**config.mk**
```make
export PLATFORM = sky130hd
export DESIGN_NAME = ir_pulse_learn_quantizer_unit_flat
export DESIGN_NICKNAME = d
export VERILOG_FILES = /design/src/rtl/core/iplq_pkg.sv /design/src/rtl/core/iplq_if.sv /design/src/rtl/core/ir_pulse_learn_quantizer_unit.sv /design/src/flat_wrapper.sv
export SDC_FILE = /design/constraint.sdc
export NUM_CORES = 1
export LEC_CHECK = 0
export BUFFER_PORTS_ARGS = -buffer_cell sky130_fd_sc_hd__buf_2
export CAP_MARGIN = 20
export CORE_ASPECT_RATIO = 0.9
export CORE_MARGIN = 1
export CORE_UTILIZATION = 40
export CTS_BUF_LIST = sky130_fd_sc_hd__clkbuf_8
export DETAILED_ROUTE_END_ITERATION = 16
export SLEW_MARGIN = 40
export SYNTH_ARGS = -nofsm -noshare
export SYNTH_HDL_FRONTEND = slang
export SYNTH_SLANG_ARGS = --single-unit
```
**constraint.sdc**
```tcl
create_clock -name clk -period 14.3 [get_ports clk]
set_clock_uncertainty 0.05 [all_clocks]
set_input_delay 3.575 -clock clk [delete_from_list [all_inputs] [get_ports clk]]
set_output_delay 3.575 -clock clk [all_outputs]
set_load 0.02 [all_outputs]
```
**src/rtl/core/iplq_pkg.sv**
```systemverilog
// ----------------------------------------------------------------------------
// IR pulse learn quantizer package
// Shared widths, command and register codes, reset values and the table that
// maps a stored class code to its pulse width in microseconds.
// ----------------------------------------------------------------------------
package iplq_pkg;

	localparam int DefBufferDepth = 256;

	localparam int CmdW   = 2;
	localparam int StampW = 16;
	localparam int IndexW = 8;
	localparam int DataW  = 13;
	localparam int CountW = 9;
	localparam int TallyW = 8;
	localparam int CodeW  = 3;
	localparam int CfgIdxW  = 3;
	localparam int CfgDataW = 16;

	typedef logic [CmdW-1:0]  cmd_t;
	typedef logic [CodeW-1:0] code_t;
	typedef logic [DataW-1:0] data_t;

	localparam cmd_t CMD_EDGE     = 2'd0;
	localparam cmd_t CMD_OVERFLOW = 2'd1;
	localparam cmd_t CMD_ARM      = 2'd2;
	localparam cmd_t CMD_READ     = 2'd3;

	localparam logic [CfgIdxW-1:0] REG_SHORT_LOW  = 3'd0;
	localparam logic [CfgIdxW-1:0] REG_SHORT_HIGH = 3'd1;
	localparam logic [CfgIdxW-1:0] REG_MID_HIGH   = 3'd2;
	localparam logic [CfgIdxW-1:0] REG_LONG_HIGH  = 3'd3;
	localparam logic [CfgIdxW-1:0] REG_IDLE_LIMIT = 3'd4;

	localparam logic [StampW-1:0] RST_SHORT_LOW  = 16'd400;
	localparam logic [StampW-1:0] RST_SHORT_HIGH = 16'd700;
	localparam logic [StampW-1:0] RST_MID_HIGH   = 16'd2000;
	localparam logic [StampW-1:0] RST_LONG_HIGH  = 16'd3500;
	localparam logic [TallyW-1:0] RST_IDLE_LIMIT = 8'd2;

	localparam code_t CODE_NONE  = 3'd0;
	localparam code_t CODE_SHORT = 3'd1;
	localparam code_t CODE_MID   = 3'd2;
	localparam code_t CODE_LONG  = 3'd3;
	localparam code_t CODE_XLONG = 3'd4;

	function automatic data_t class_value(input code_t code);
		data_t v;
		unique case (code)
			CODE_SHORT: v = 13'd560;
			CODE_MID:   v = 13'd1680;
			CODE_LONG:  v = 13'd3000;
			CODE_XLONG: v = 13'd4500;
			default:    v = '0;
		endcase
		return v;
	endfunction

endpackage

```
**src/rtl/core/iplq_if.sv**
```systemverilog
// ----------------------------------------------------------------------------
// IR pulse learn quantizer channels
// Request channel into the block and result channel out of it, each with a
// valid and ready handshake.
// ----------------------------------------------------------------------------
interface iplq_req_if;
	logic        valid;
	logic        ready;
	logic [1:0]  cmd;
	logic [15:0] capture_stamp;
	logic [7:0]  read_index;

	modport source (output valid, cmd, capture_stamp, read_index, input ready);
	modport sink   (input valid, cmd, capture_stamp, read_index, output ready);
endinterface

interface iplq_rsp_if;
	logic        valid;
	logic        ready;
	logic [12:0] data_value;
	logic        stored_now;
	logic [8:0]  entry_count;
	logic        capture_done;
	logic        falling_next;

	modport source (output valid, data_value, stored_now, entry_count, capture_done,
		falling_next, input ready);
	modport sink   (input valid, data_value, stored_now, entry_count, capture_done,
		falling_next, output ready);
endinterface

```
**src/rtl/core/ir_pulse_learn_quantizer_unit.sv**
```systemverilog
// ----------------------------------------------------------------------------
// IR pulse learn quantizer
// Learning receiver for infrared remotes: measures the time between edges,
// sorts each width into one of five classes and keeps the class codes.
// ----------------------------------------------------------------------------
// Usage: each request on req carries a command (edge capture, timer overflow
// tick, arm, read entry), a timer stamp and a read index. Every request gives
// exactly one result on rsp with the quantized width, a stored flag, the
// entry count, the done flag and the expected edge polarity.
// The control state updates in the cycle a request is accepted; the class
// codes live in a synchronous memory, so a result appears the cycle after
// its request. One request is accepted every cycle unless rsp stalls; the
// memory port sets the throughput with one write and one read per cycle.
// When rsp stalls, the result register holds and req stays ready only while
// the result register is empty or drains in the same cycle.
// Reset clears the control state, sets the expected polarity to falling and
// loads the threshold registers with their defaults. The class code memory
// is not cleared; entries at or above the entry count read back as zero.
// The cfg port writes thresholds and the idle overflow limit, one per cycle.
// ----------------------------------------------------------------------------
module ir_pulse_learn_quantizer_unit #(
	parameter int BUFFER_DEPTH = iplq_pkg::DefBufferDepth
) (
	input  logic                              clk,
	input  logic                              arst_n,
	input  logic                              cfg_we,
	input  logic [iplq_pkg::CfgIdxW-1:0]      cfg_index,
	input  logic [iplq_pkg::CfgDataW-1:0]     cfg_data,
	iplq_req_if.sink                          req,
	iplq_rsp_if.source                        rsp
);
	import iplq_pkg::*;

	localparam int CW = $clog2(BUFFER_DEPTH + 1);
	localparam int AW = $clog2(BUFFER_DEPTH);
	localparam int RW = (CW > IndexW) ? CW : IndexW;

	logic [StampW-1:0] short_low_q, short_high_q, mid_high_q, long_high_q;
	logic [TallyW-1:0] idle_limit_q;

	logic              armed_q, started_q, done_q, falling_q;
	logic [StampW-1:0] ref_stamp_q;
	logic [TallyW-1:0] tally_q;
	logic [CW-1:0]     count_q;

	logic              armed_d, started_d, done_d, falling_d;
	logic [StampW-1:0] ref_stamp_d;
	logic [TallyW-1:0] tally_d, tally_inc;
	logic [CW-1:0]     count_d;

	logic              accept;
	logic [StampW:0]   diff;
	logic [StampW-1:0] width;
	code_t             code;
	logic              wr_en, rd_en, rd_ok;
	logic [AW-1:0]     wr_addr, rd_addr;
	data_t             data_d;
	logic              stored_d;

	code_t             store_mem [BUFFER_DEPTH];

	logic              valid_s1, is_read_s1, rd_ok_s1, stored_s1, done_s1, falling_s1;
	data_t             data_s1;
	code_t             rd_code_s1;
	logic [CountW-1:0] count_s1;

	assign accept    = req.valid && req.ready;
	assign req.ready = !valid_s1 || rsp.ready;

	// Width since the reference edge. With one counted overflow and the stamp
	// below the reference the width still fits in 16 bits; otherwise any
	// overflow pushes it past the top and it saturates.
	always_comb begin
		diff = {1'b0, req.capture_stamp} - {1'b0, ref_stamp_q};
		if (tally_q == '0 || (tally_q == TallyW'(1) && diff[StampW])) begin
			width = diff[StampW-1:0];
		end else begin
			width = '1;
		end
		priority if (width >= short_low_q && width <= short_high_q) begin
			code = CODE_SHORT;
		end else if (width > short_high_q && width <= mid_high_q) begin
			code = CODE_MID;
		end else if (width > mid_high_q && width <= long_high_q) begin
			code = CODE_LONG;
		end else if (width > long_high_q) begin
			code = CODE_XLONG;
		end else begin
			code = CODE_NONE;
		end
	end

	assign tally_inc = (tally_q == '1) ? tally_q : tally_q + TallyW'(1);
	assign wr_addr   = AW'(count_q);
	assign rd_addr   = AW'(req.read_index);
	assign rd_ok     = RW'(req.read_index) < RW'(count_q);

	always_comb begin
		armed_d     = armed_q;
		started_d   = started_q;
		done_d      = done_q;
		falling_d   = falling_q;
		ref_stamp_d = ref_stamp_q;
		tally_d     = tally_q;
		count_d     = count_q;
		wr_en       = 1'b0;
		rd_en       = 1'b0;
		data_d      = '0;
		stored_d    = 1'b0;
		if (accept) begin
			unique case (req.cmd)
				CMD_EDGE: begin
					if (armed_q && !done_q) begin
						if (started_q && count_q < CW'(BUFFER_DEPTH)) begin
							wr_en    = 1'b1;
							count_d  = count_q + CW'(1);
							data_d   = class_value(code);
							stored_d = 1'b1;
						end
						started_d   = 1'b1;
						ref_stamp_d = req.capture_stamp;
						tally_d     = '0;
						falling_d   = !falling_q;
					end
				end
				CMD_OVERFLOW: begin
					tally_d = tally_inc;
					if (count_q != '0 && tally_inc > idle_limit_q) begin
						done_d    = 1'b1;
						falling_d = 1'b1;
					end
				end
				CMD_ARM: begin
					armed_d   = 1'b1;
					started_d = 1'b0;
					done_d    = 1'b0;
					count_d   = '0;
				end
				CMD_READ: begin
					rd_en = 1'b1;
				end
				default: begin
				end
			endcase
		end
	end

	always_ff @(posedge clk or negedge arst_n) begin
		if (!arst_n) begin
			short_low_q  <= RST_SHORT_LOW;
			short_high_q <= RST_SHORT_HIGH;
			mid_high_q   <= RST_MID_HIGH;
			long_high_q  <= RST_LONG_HIGH;
			idle_limit_q <= RST_IDLE_LIMIT;
		end else if (cfg_we) begin
			unique case (cfg_index)
				REG_SHORT_LOW:  short_low_q  <= cfg_data;
				REG_SHORT_HIGH: short_high_q <= cfg_data;
				REG_MID_HIGH:   mid_high_q   <= cfg_data;
				REG_LONG_HIGH:  long_high_q  <= cfg_data;
				REG_IDLE_LIMIT: idle_limit_q <= cfg_data[TallyW-1:0];
				default: begin
				end
			endcase
		end
	end

	always_ff @(posedge clk or negedge arst_n) begin
		if (!arst_n) begin
			armed_q     <= 1'b0;
			started_q   <= 1'b0;
			done_q      <= 1'b0;
			falling_q   <= 1'b1;
			ref_stamp_q <= '0;
			tally_q     <= '0;
			count_q     <= '0;
		end else begin
			armed_q     <= armed_d;
			started_q   <= started_d;
			done_q      <= done_d;
			falling_q   <= falling_d;
			ref_stamp_q <= ref_stamp_d;
			tally_q     <= tally_d;
			count_q     <= count_d;
		end
	end

	// Entries below the count were all written in earlier cycles, so a read
	// never collides with the write of the same cycle.
	always_ff @(posedge clk) begin
		if (wr_en) begin
			store_mem[wr_addr] <= code;
		end
		if (rd_en) begin
			rd_code_s1 <= store_mem[rd_addr];
		end
	end

	always_ff @(posedge clk or negedge arst_n) begin
		if (!arst_n) begin
			valid_s1 <= 1'b0;
		end else if (req.ready) begin
			valid_s1 <= req.valid;
		end
	end

	always_ff @(posedge clk) begin
		if (accept) begin
			is_read_s1 <= (req.cmd == CMD_READ);
			rd_ok_s1   <= rd_ok;
			data_s1    <= data_d;
			stored_s1  <= stored_d;
			count_s1   <= CountW'(count_d);
			done_s1    <= done_d;
			falling_s1 <= falling_d;
		end
	end

	assign rsp.valid        = valid_s1;
	assign rsp.data_value   = is_read_s1 ? (rd_ok_s1 ? class_value(rd_code_s1) : '0) : data_s1;
	assign rsp.stored_now   = stored_s1;
	assign rsp.entry_count  = count_s1;
	assign rsp.capture_done = done_s1;
	assign rsp.falling_next = falling_s1;

	a_count_bound: assert property (@(posedge clk) disable iff (!arst_n)
		count_q <= CW'(BUFFER_DEPTH))
		else $error("entry count beyond buffer depth");

	a_done_has_pulses: assert property (@(posedge clk) disable iff (!arst_n)
		done_q |-> count_q != '0)
		else $error("capture done with an empty buffer");

	a_started_armed: assert property (@(posedge clk) disable iff (!arst_n)
		started_q |-> armed_q)
		else $error("capture started without arming");

	a_arm_clears: assert property (@(posedge clk) disable iff (!arst_n)
		(accept && req.cmd == CMD_ARM) |=> (count_q == '0 && !done_q && !started_q))
		else $error("arm request did not clear the capture");

endmodule

```
**src/flat_wrapper.sv**
```systemverilog
// flat-port wrapper written by rule: the top's interface ports become plain ports
module ir_pulse_learn_quantizer_unit_flat import iplq_pkg::*;
#(
	parameter int BUFFER_DEPTH = iplq_pkg::DefBufferDepth
)
  (clk, arst_n, cfg_we, cfg_index, cfg_data, req_valid, req_cmd, req_capture_stamp, req_read_index, req_ready, rsp_valid, rsp_data_value, rsp_stored_now, rsp_entry_count, rsp_capture_done, rsp_falling_next, rsp_ready);
  iplq_req_if req_i ();
  iplq_rsp_if rsp_i ();
  input  logic clk;
  input  logic arst_n;
  input  logic cfg_we;
  input  logic [iplq_pkg::CfgIdxW-1:0] cfg_index;
  input  logic [iplq_pkg::CfgDataW-1:0] cfg_data;
  input wire logic [$bits(req_i.valid)-1:0] req_valid;
  input wire logic [$bits(req_i.cmd)-1:0] req_cmd;
  input wire logic [$bits(req_i.capture_stamp)-1:0] req_capture_stamp;
  input wire logic [$bits(req_i.read_index)-1:0] req_read_index;
  output wire logic [$bits(req_i.ready)-1:0] req_ready;
  output wire logic [$bits(rsp_i.valid)-1:0] rsp_valid;
  output wire logic [$bits(rsp_i.data_value)-1:0] rsp_data_value;
  output wire logic [$bits(rsp_i.stored_now)-1:0] rsp_stored_now;
  output wire logic [$bits(rsp_i.entry_count)-1:0] rsp_entry_count;
  output wire logic [$bits(rsp_i.capture_done)-1:0] rsp_capture_done;
  output wire logic [$bits(rsp_i.falling_next)-1:0] rsp_falling_next;
  input wire logic [$bits(rsp_i.ready)-1:0] rsp_ready;
  assign req_i.valid = req_valid;
  assign req_i.cmd = req_cmd;
  assign req_i.capture_stamp = req_capture_stamp;
  assign req_i.read_index = req_read_index;
  assign req_ready = req_i.ready;
  assign rsp_valid = rsp_i.valid;
  assign rsp_data_value = rsp_i.data_value;
  assign rsp_stored_now = rsp_i.stored_now;
  assign rsp_entry_count = rsp_i.entry_count;
  assign rsp_capture_done = rsp_i.capture_done;
  assign rsp_falling_next = rsp_i.falling_next;
  assign rsp_i.ready = rsp_ready;
  ir_pulse_learn_quantizer_unit #(.BUFFER_DEPTH(BUFFER_DEPTH)) u_core (.clk(clk), .arst_n(arst_n), .cfg_we(cfg_we), .cfg_index(cfg_index), .cfg_data(cfg_data), .req(req_i), .rsp(rsp_i));
endmodule
```
==> results of run 1 <==
==> power breakdown <==
group | internal [mW] | leakage (nW) | switching [mW]
logic | 0.411 | 4.77 | 1.50
registers | 4.02 | 8.53 | 0.0317
clock network | 1.04 | 1.52 | 1.04
total | 5.48 | 14.8 | 2.58
==> state kept, by name, summed over array words and instances (netlist names), 3 cells and up <==
| register | count |
|---|---|
| u_core.idle_limit_q | 8 |
| u_core.mid_high_q | 16 |
| u_core.rd_code_s1 | 3 |
| u_core.rsp.entry_count | 9 |
| u_core.count_q | 9 |
| u_core.short_low_q | 16 |
| u_core.short_high_q | 16 |
| u_core.data_s1 | 8 |
| u_core.store_mem | 768 |
| u_core.ref_stamp_q | 16 |
| u_core.tally_q | 8 |
| u_core.long_high_q | 16 |
==> through the flow <==
stage | instances | setup slack, ns | hold slack (ns) | instance area [um^2]
6_report | 3992 | 5.14 | 0.401 | 43300
5_1_grt | 3992 | 4.71 | 0.429 | 43300
4_1_cts | 3989 | 4.98 | 0.411 | 43300
3_5_place_dp | 3740 | 4.18 | 0.398 | 40600
3_3_place_gp | 3739 | 4.45 | 0.388 | 40500
2_1_floorplan | 2489 | 2.68 | 0.373 | 38900
==> worst paths after layout <==
check | start | endpoint | slack [ns]
max | req_capture_stamp[0] | u_core.store_mem[161][2] | 5.14
min | u_core.armed_q | u_core.armed_q | 0.40
max reg2reg | u_core.ref_stamp_q[2] | u_core.store_mem[161][2] | 7.65
min reg2reg | u_core.armed_q | u_core.armed_q | 0.40
max in group asynchronous | arst_n | u_core.ref_stamp_q[9] | 10.49
min in group asynchronous | arst_n | u_core.count_q[3] | 2.62
==> metal layers <==
layer	GRT usage [%]	vias up	part of all wire, %
met3	5.02	152	6.9
met5	0	-	0
met1	25.1	11200	42
li1	-	9852	-
met4	6.01	0	2.5
met2	30.8	744	49
==> cells in the final DEF, fill, tap and decap left out, types with 25 or more instances in the layout <==
cell        n
mux2_2     27
clkbuf_8  151
a21oi_1    56
mux2i_1    74
nand2_1   156
mux4_2    168
ha_1      106
buf_2      70
o22ai_1    26
buf_4      33
nor2_1    300
inv_1     154
o21ai_0   112
clkinv_1   25
edfxtp_1  793
dfrtp_1    86
==> cell usage after synthesis, types with 4 or more instances <==
master	instances	area share [%]
mux4_1	4	0.27
and2_1	8	0.13
a211oi_1	18	0.35
a31oi_1	5	0.081
nand3b_1	6	0.12
o22ai_1	26	0.42
mux4_2	168	9.7
xnor2_1	6	0.14
mux2_2	27	0.78
o211ai_1	20	0.39
nand2_1	160	1.5
o21a_1	12	0.23
o21ai_0	113	1.5
nor2b_1	21	0.34
o31ai_1	10	0.19
a21o_1	11	0.21
nand3_1	21	0.27
dfstp_2	24	1.6
buf_1	6	0.058
edfxtp_1	793	61
nand2b_1	24	0.39
mux2i_1	74	1.9
and3_1	5	0.081
nor3_1	20	0.26
dfrtp_1	86	5.5
nor2_1	301	2.9
inv_1	118	1.1
a22oi_1	9	0.17
o221ai_1	18	0.41
ha_1	106	3.4
a221oi_1	5	0.11
clkbuf_1	66	0.64
nor4_1	7	0.11
a311oi_1	4	0.090
buf_6	4	0.12
a21oi_1	56	0.72
nand4_1	20	0.32
xor2_1	4	0.090
nor3b_1	5	0.097
buf_2	30	0.39
buf_4	19	0.37
==> logic make-up after synthesis <==
kind of cell | count (synthesis) | synth area share, %
adder cells (fa/ha/maj) | 107 | 3.47
flip-flops | 903 | 68.5
buffers and inverters | 244 | 2.76
AO/OA/AOI/OAI | 337 | 5.51
multiplexers | 273 | 12.7
XOR/XNOR | 10 | 0.225
other | 1 | 0.00966
AND/OR/NAND/NOR | 612 | 6.85
==> worst max-delay path, cell delays in order <==
cell,delay (ns)
buf_2,0.10
inv_1,0.06
ha_1,0.18
fa_1,0.20
nor2b_1,0.07
o31a_1,0.25
o21ai_0,0.25
a21boi_0,0.20
nor4_1,0.32
o41a_1,0.61
o21ai_0,0.44
ha_1,0.41
a211oi_1,0.20
o21ai_0,0.14
a21oi_1,0.17
o31ai_1,0.09
o22ai_1,0.49
mux2i_1,0.28
nor2b_4,0.15
buf_4,0.60
buf_6,0.61
==> area by class of cell <==
class                   count  area, um^2  share of cell area (%)
clock buffers             150        2060                    4.76
clock inverters            99         613                    1.41
multi-input cells        1342       11300                    26.0
flip-flops and latches    903       26600                    61.4
diodes                      2        5.00                  0.0115
repair buffers            113         762                    1.76
inverters                 118         448                    1.03
well taps                1265        1580                    3.65
==> impl_results.md, run 1 <==
- Via/cell ratio: 5.51
- # port buffers: 73
- Actual slew at the worst max-slew pin: 0.916 ns
- Num CTS Buffers: 142
- Synth Register Bits: 903
- Initial antenna violation count: 3
- Tcrit/Tclk final: 64.1%
- Fin. Hold Viols: 0
- CP arrival: 9.58 ns
- Largest net degree at the start of global routing: 149
- Worst min-delay path class: reg -> reg
- Htree depth: 4
- Clock latency on the worst-skew pair: 0.81 ns
- Pwr Density: 186 mW/mm^2
- Share of layout cells above drive strength 1: 20.0%
- Setup repair bufs after CTS: 0
- Max Buffers Root-to-Sink: 3
- Fmax: 109 MHz
- WL/cell: 23.1 um
- Setup TNS: 0 ns
- Final min period: 9.16 ns
- Final core occ: 45.0%
- GRT overflow: 0
- Initial Util: 40.3%
- Slew Limit Fails: 0
- Hold_buf cts: 0
- Leakage: 14.8 nW
- Critical path fanouts, max: 96
- RSZ-0062 raised after global routing: no
- Startpoint Class: input port
- Detailed Place HPWL: 57.3 mm
- TritonCTS clock tree: done
- Die ar.: 0.0983 mm^2
- MaxCap Viol Count: 0
- Post_cts resized: 0
- Drt first-iter violations: 1794
- Max_slew headroom: 38.7%
- Syn avg cell area: 15.6 um^2
- Final total power: 8.05 mW
- Final wirelength: 92.3 mm
- Worst r2r path cells: 19
- Area of the mapped netlist: 0.0388 mm^2
- Post-synthesis sequential area ratio: 68.5%
- Total GRT Usage: 19.1%
- Hold Crit Depth: 2
- Number of flops mapped to enable cells by yosys: 793
- Final setup fails: 0
- Run status: completed
- Clock slew at reported path FFs: 0.06 ns
- Layout area overhead: 11.6%
- Routed Antenna Nets: 0
- First-pass GRT wire length: 140 mm
- Asr flop ratio synth: 12.2%
- Worst vdd ir: 0.307 mV
- CP required: 14.71 ns
- CTS root buf: clkbuf_8
- Via count: 22000
- FILL cells: 8367
- First-pass DRT Iterations: 5
- Critical path class: in -> reg
- Ys Warns: 0
- Crit path capture type: register
- Die extent in x: 330 um
- Drt drc: 0
- Core area: 0.0963 mm^2
- Die Height: 298 um
- Vias in the first global route: 22700
- Routability cong.: 0.865
- TritonCTS sink count: 903
- Num rows: 108
- Fin nets: 2777
- Ports: 77
- Cells after synthesis: 2487
- Top_reg_cell synth: edfxtp_1
- Netlist cell types: 66
(Power assumes the default switching activity.)
==> run 2, diff against run 1 <==
- clock period: 14.3 -> 9.3 ns (I/O delays scaled with it)
==> run 2 against run 1 <==
  * Power is 55% higher
  * Sequential power is 53% higher
  * Routed wire length is 1.1% higher
  * Final cell count hardly changed
  * Clock-buffer cell count is 4 lower
  * Flip-flop and latch count stayed put
  * Register-to-register slack worse by 4.6 ns
==> impl_results.md, run 2 (synthesis results as in run 1) <==
- Run status: completed
- Reg2Reg Setup Slack: 3.04 ns
- Die Height: 298 um
- Tcrit/Tclk final: 81.7%
- Via count: 22200
- Post_cts resized: 0
- Source of the critical timing path: req_capture_stamp[0]
- Num CTS Buffers: 141
- Leakage: 14.8 nW
- Core area: 0.0963 mm^2
- CP max-delay cell: a31oi_1
- Crit path capture type: register
- Clock latency on the worst-skew pair: 0.79 ns
- # port buffers: 73
- RSZ-0062 raised after global routing: no
- CTS root buf: clkbuf_8
- Routed Antenna Nets: 0
- Die extent in x: 330 um
- Vias in the first global route: 23100
- Multi-input logic area: 0.0113 mm^2
- Setup TNS: 0 ns
- R2R Path End: u_core.store_mem[159][2]
- Crit path cell chain: buf_2 -> inv_1 -> ha_1 -> fa_1 -> nor2b_1 -> o31a_1 -> o21ai_0 -> a21boi_0 -> nor4_1 -> o41a_1 -> o21ai_0 -> ha_1 -> and4_1 -> nand4_1 -> a21o_1 -> a31oi_1 -> mux2i_1 -> nor2b_4 -> buf_4
- First-pass GRT wire length: 142 mm
- Critical path fanouts, max: 49
- M3 GR Usage: 3.55%
- Worst vdd ir: 0.350 mV
- Htree depth: 4
- FILL cells: 8387
- Hold_buf cts: 0
- Most common cell after layout, fill and taps aside: edfxtp_1
- Fin nets: 2783
- Met2 Use GR: 30.7%
- First-pass DRT Iterations: 7
- Worst min-delay path class: reg -> reg
- Num rows: 108
- Max_slew headroom: 40.7%
- Initial Util: 40.3%
- Layout area overhead: 11.8%
- Detailed Place HPWL: 59.4 mm
- Drt drc: 0
- Critical Path End: u_core.store_mem[159][2]
- Share of layout cells above drive strength 1: 20.0%
- TritonCTS clock tree: done
- TritonCTS sink count: 903
- Max FFs per register: 768
- WL/cell: 23.3 um
- Most frequent cells in the layout: 793 x edfxtp_1, 300 x nor2_1, 168 x mux4_2, 158 x nand2_1, 151 x inv_1
- Final Instance Count excl. Fillers: 3995
- Max Buffers Root-to-Sink: 3
- Final setup fails: 0
- Startpoint Class: input port
- CP required: 9.77 ns
- Ports: 77
- Slew Limit Fails: 0
- Met1 global-route usage: 26.5%
- Initial antenna violation count: 1
- Inst Count DP: 3746
- GRT overflow: 0
- CP max stage delay: 0.67 ns
- Fmax: 132 MHz
- Final wirelength: 93.3 mm
- Total GRT Usage: 19.2%
- Crit Reg-Reg Startpoint: u_core.ref_stamp_q[2]
- MaxCap Viol Count: 0
- Setup repair bufs after CTS: 0
- Actual slew at the worst max-slew pin: 0.887 ns
- Clock slew at reported path FFs: 0.06 ns
- Largest net degree at the start of global routing: 116
- Final min period: 7.60 ns
- Critical path class: in -> reg
- Die ar.: 0.0983 mm^2
- Drt first-iter violations: 1927
- Pwr Density: 287 mW/mm^2
- Final total power: 12.4 mW
- Fin. Hold Viols: 0
- Storage element area: 0.0266 mm^2
- Worst r2r path cells: 17
- Via/cell ratio: 5.57
- Largest Register: u_core.store_mem
- Routability cong.: 0.880
- CP arrival: 8.07 ns
- GRT Max-Usage Layer: met2
## run 2: final cells by class
cell class                 instances  share of cell area [%]
sequential                       903                    61.3
clock inverter                    99                    1.52
inverter                         118                    1.03
timing repair buffer             120                    1.97
tap                             1265                    3.65
clock buffer                     146                    4.63
multi-input combinational       1342                    25.9
antenna                            2                  0.0115
## run 2: per-layer routing
layer | share of wire, % | wire length, um
met5 | 0 | 0
met4 | 2.5 | 2380
met3 | 6.3 | 5860
met2 | 48 | 44800
met1 | 43 | 40200
## run 2: worst min path at each step
stage | startpoint | end | cells after the start
2_1_floorplan | u_core.armed_q | u_core.armed_q | 2
3_3_place_gp | u_core.armed_q | u_core.armed_q | 2
3_5_place_dp | u_core.armed_q | u_core.armed_q | 2
4_1_cts | u_core.armed_q | u_core.armed_q | 2
5_1_grt | u_core.armed_q | u_core.armed_q | 2
6_report | u_core.armed_q | u_core.armed_q | 2
## run 2: worst max-delay path, delay by kind of cell
kind	cells	cell delay [ns]
AO/OA/AOI/OAI	7	2.63
adder cells (fa/ha/maj)	3	0.81
AND/OR/NAND/NOR	5	1.27
multiplexers	1	0.27
buffers and inverters	3	0.70
## run 2: where the power goes
group	internal [mW]	switching (mW)	leakage [nW]
clock network	1.66	1.57	1.49
logic	0.714	2.30	4.81
registers	6.16	0.0487	8.53
total	8.54	3.91	14.8
## run 2: per-stage QoR
step | instance area, um^2 | hold WS [ns] | setup WS [ns] | util (%)
5_1_grt | 43400 | 0.437 | 1.24 | 45.1
6_report | 43400 | 0.412 | 1.70 | 45.1
4_1_cts | 43400 | 0.407 | 1.82 | 45.0
3_5_place_dp | 40700 | 0.393 | 0.973 | 42.2
2_1_floorplan | 38900 | 0.373 | 0.584 | -
3_3_place_gp | 40700 | 0.388 | 1.30 | 42.2
==> run 3, diff against run 2 <==
- ABC_AREA: unset -> 1
- clock period: 9.3 -> 6.9 ns (I/O delays scaled with it)
==> run 3 against run 2 <==
  * Synthesized area rose by 3.6%
  * Routed wire length rose by 15%
  * Clock-buffer cell count rose by 5
  * Setup slack got worse by 0.27 ns
  * Critical path type unchanged
  * Final cell count rose by 34%
  * Clock power rose by 29%
==> impl_results.md, run 3 <==
- Fin nets: 4068
- Largest net degree at the start of global routing: 173
- Tcrit/Tclk final: 79.2%
- Cells after synthesis: 3860
- Max Buffers Root-to-Sink: 3
- WL/cell: 20.1 um
- Fin. Hold Viols: 0
- Via count: 28400
- Htree depth: 4
- First-pass DRT Iterations: 5
- Top_reg_cell synth: edfxtp_1
- Setup TNS: 0 ns
- Max FFs per register: 768
- Multi-input logic area: 0.0122 mm^2
- Placed inst area: 0.0422 mm^2
- Pwr Density: 433 mW/mm^2
- Inst Count DP: 5096
- Hold_buf cts: 0
- # port buffers: 73
- TritonCTS sink count: 903
- Netlist cell types: 49
- Total GRT Usage: 21.2%
- MaxCap Viol Count: 0
- Initial Util: 40.7%
- Die Height: 303 um
- Top cells by area, synth: edfxtp_1 59%, nand2_1 9.9%, nand3_1 9.8%
- GRT Max-Usage Layer: met2
- Min setup slack post-route: 1.43 ns
- Post-synthesis sequential area ratio: 66.1%
- Synth top cells by count: 1058 x nand2_1, 793 x edfxtp_1, 784 x nand3_1, 316 x nor2_1, 187 x inv_1
- Worst min-delay path class: reg -> reg
- Slew Limit Fails: 0
- Met1 global-route usage: 30.4%
- Ys Warns: 0
- Leakage: 17.0 nW
- Detailed Place HPWL: 63.2 mm
- Setup repair bufs after CTS: 0
- Final wirelength: 108 mm
- Vias in the first global route: 27200
- Num CTS Buffers: 145
- GRT overflow: 0
- Asr flop ratio synth: 12.2%
- Max_slew headroom: 39.0%
- CP Buf/Inv Count: 3
- CP arrival: 6.01 ns
- Synth area leader: edfxtp_1
- Num rows: 109
- Final setup fails: 0
- M3 GR Usage: 4.95%
- Drt first-iter violations: 2964
- Drt drc: 0
- CP max-delay cell: nor4_1
- Largest Register: u_core.store_mem
- Number of flops mapped to enable cells by yosys: 793
- Most frequent cell after synthesis: nand2_1
- Met2 Use GR: 31.7%
- Fmax: 183 MHz
- RSZ-0062 raised after global routing: no
- Crit path cell chain: buf_2 -> ha_1 -> a21oi_1 -> o21ai_2 -> a21boi_2 -> o21ai_2 -> nand3_1 -> nand3_1 -> nand2_2 -> nand3b_1 -> ha_1 -> nand2_1 -> nor4_1 -> nand3_1 -> nand2_1 -> inv_1 -> nor2_1 -> nand2_1 -> nand2_8 -> buf_12
- Synth Register Bits: 903
- CTS root buf: clkbuf_8
- Crit path capture type: register
- Most frequent cells in the layout: 1038 x nand2_1, 793 x edfxtp_1, 782 x nand3_1, 315 x nor2_1, 233 x inv_1
- Routability cong.: 0.862
- Run status: completed
- Most common cell after layout, fill and taps aside: nand2_1
- Initial antenna violation count: 2
- CP required: 7.44 ns
- Die extent in x: 336 um
- Core area: 0.0989 mm^2
- Layout area overhead: 11.2%
- Top-area cell type share of the netlist area: 59.2%
- Clock slew at reported path FFs: 0.06 ns
- Clock latency on the worst-skew pair: 0.82 ns
- Storage element area: 0.0266 mm^2
- CP max stage delay: 0.40 ns
- Critical path class: in -> reg
- Via/cell ratio: 5.31
- Hold Slack: 0.417 ns
- Design Area, Final: 0.0448 mm^2
- Share of layout cells above drive strength 1: 9.30%
- Ports: 77
- Startpoint Class: input port
- Final Instance Count excl. Fillers: 5342
- Area of the mapped netlist: 0.0402 mm^2
- Die ar.: 0.102 mm^2
- Post_cts resized: 0
- Critical path's top delay family: simple AND/OR/NAND/NOR gates
- Final min period: 5.47 ns
- Critical path fanouts, max: 65
- Actual slew at the worst max-slew pin: 0.912 ns
- TritonCTS clock tree: done
- DP Worst Slack: 0.623 ns
- Worst vdd ir: 0.563 mV
- Syn avg cell area: 10.4 um^2
- FILL cells: 9323
- First-pass GRT wire length: 163 mm
- Routed Antenna Nets: 0
run 3: cell types whose count changed after synthesis, sizes merged, moves of 18 or more:
cell    before   now
mux2        27     0
nor2       301   319
o22ai       26     1
inv        118   191
mux4       172     0
mux2i       74     0
clkbuf      66   139
o221ai      18     0
nand3       21   784
buf         60    84
nand2b      24     0
nand2      160  1062
nor2b       21     0
run 3: cells by family after synthesis:
logic type                 share of synthesized area (%)
buffers and inverters                               4.06
xor gates and xnor gates                           0.327
and+or+nand+nor                                     23.2
adders and majority gates                           3.35
other                                            0.00932
DFF                                                 66.1
AOI/OAI and AO/OA                                   2.95
run 3: worst reg2reg max path: stages (launching register included):
cell,delay (ns)
dfrtp_1,0.37
inv_1,0.08
ha_1,0.27
a21oi_1,0.19
o21ai_2,0.11
a21boi_2,0.21
o21ai_2,0.11
nand3_1,0.08
nand3_1,0.11
nand2_2,0.38
nand3b_1,0.31
ha_1,0.38
nand2_1,0.09
nor4_1,0.40
nand3_1,0.11
nand2_1,0.25
inv_1,0.07
nor2_1,0.16
nand2_1,0.16
nand2_8,0.33
buf_12,0.33
run 3: final timing paths:
path	from	end	slack (ns)	cells after the start
worst max-delay path	req_capture_stamp[3]	u_core.store_mem[45][1]	1.43	20
worst min-delay path	u_core.armed_q	u_core.armed_q	0.42	2
worst max register to register	u_core.ref_stamp_q[3]	u_core.store_mem[45][1]	2.10	20
worst min register to register	u_core.armed_q	u_core.armed_q	0.42	2
max in group asynchronous	arst_n	u_core.short_low_q[9]	4.84	2
min in group asynchronous	arst_n	u_core.count_q[4]	0.86	1
run 3: metrics by stage:
stage / power (mW) / util [%]
2_1_floorplan: 12.4 / -
4_1_cts: 19.5 / 45.3
3_3_place_gp: 15.3 / 42.6
6_report: 19.4 / 45.3
5_1_grt: 20.3 / 45.3
3_5_place_dp: 15.4 / 42.7
run 3: final cells by class:
cell class	instances	share of cell area (%)
antenna	1	0.00559
clock buffer	151	4.64
clock inverter	94	0.992
inverter	193	1.67
multi-input combinational	2543	27.3
sequential	903	59.4
tap	1332	3.72
timing repair buffer	125	2.29
run 3: where the power goes:
part	internal (mW)	total, mW	switching [mW]	leakage [nW]
logic	1.49	6.13	4.64	7.03
registers	9.01	9.11	0.0924	8.51
clock network	2.05	4.16	2.11	1.46
run 3: per-layer routing:
metal	vias to the layer above	wire length, um
met5	-	0
met4	0	2720
met3	165	9400
met2	1065	46900
met1	13700	48500
li1	13400	-
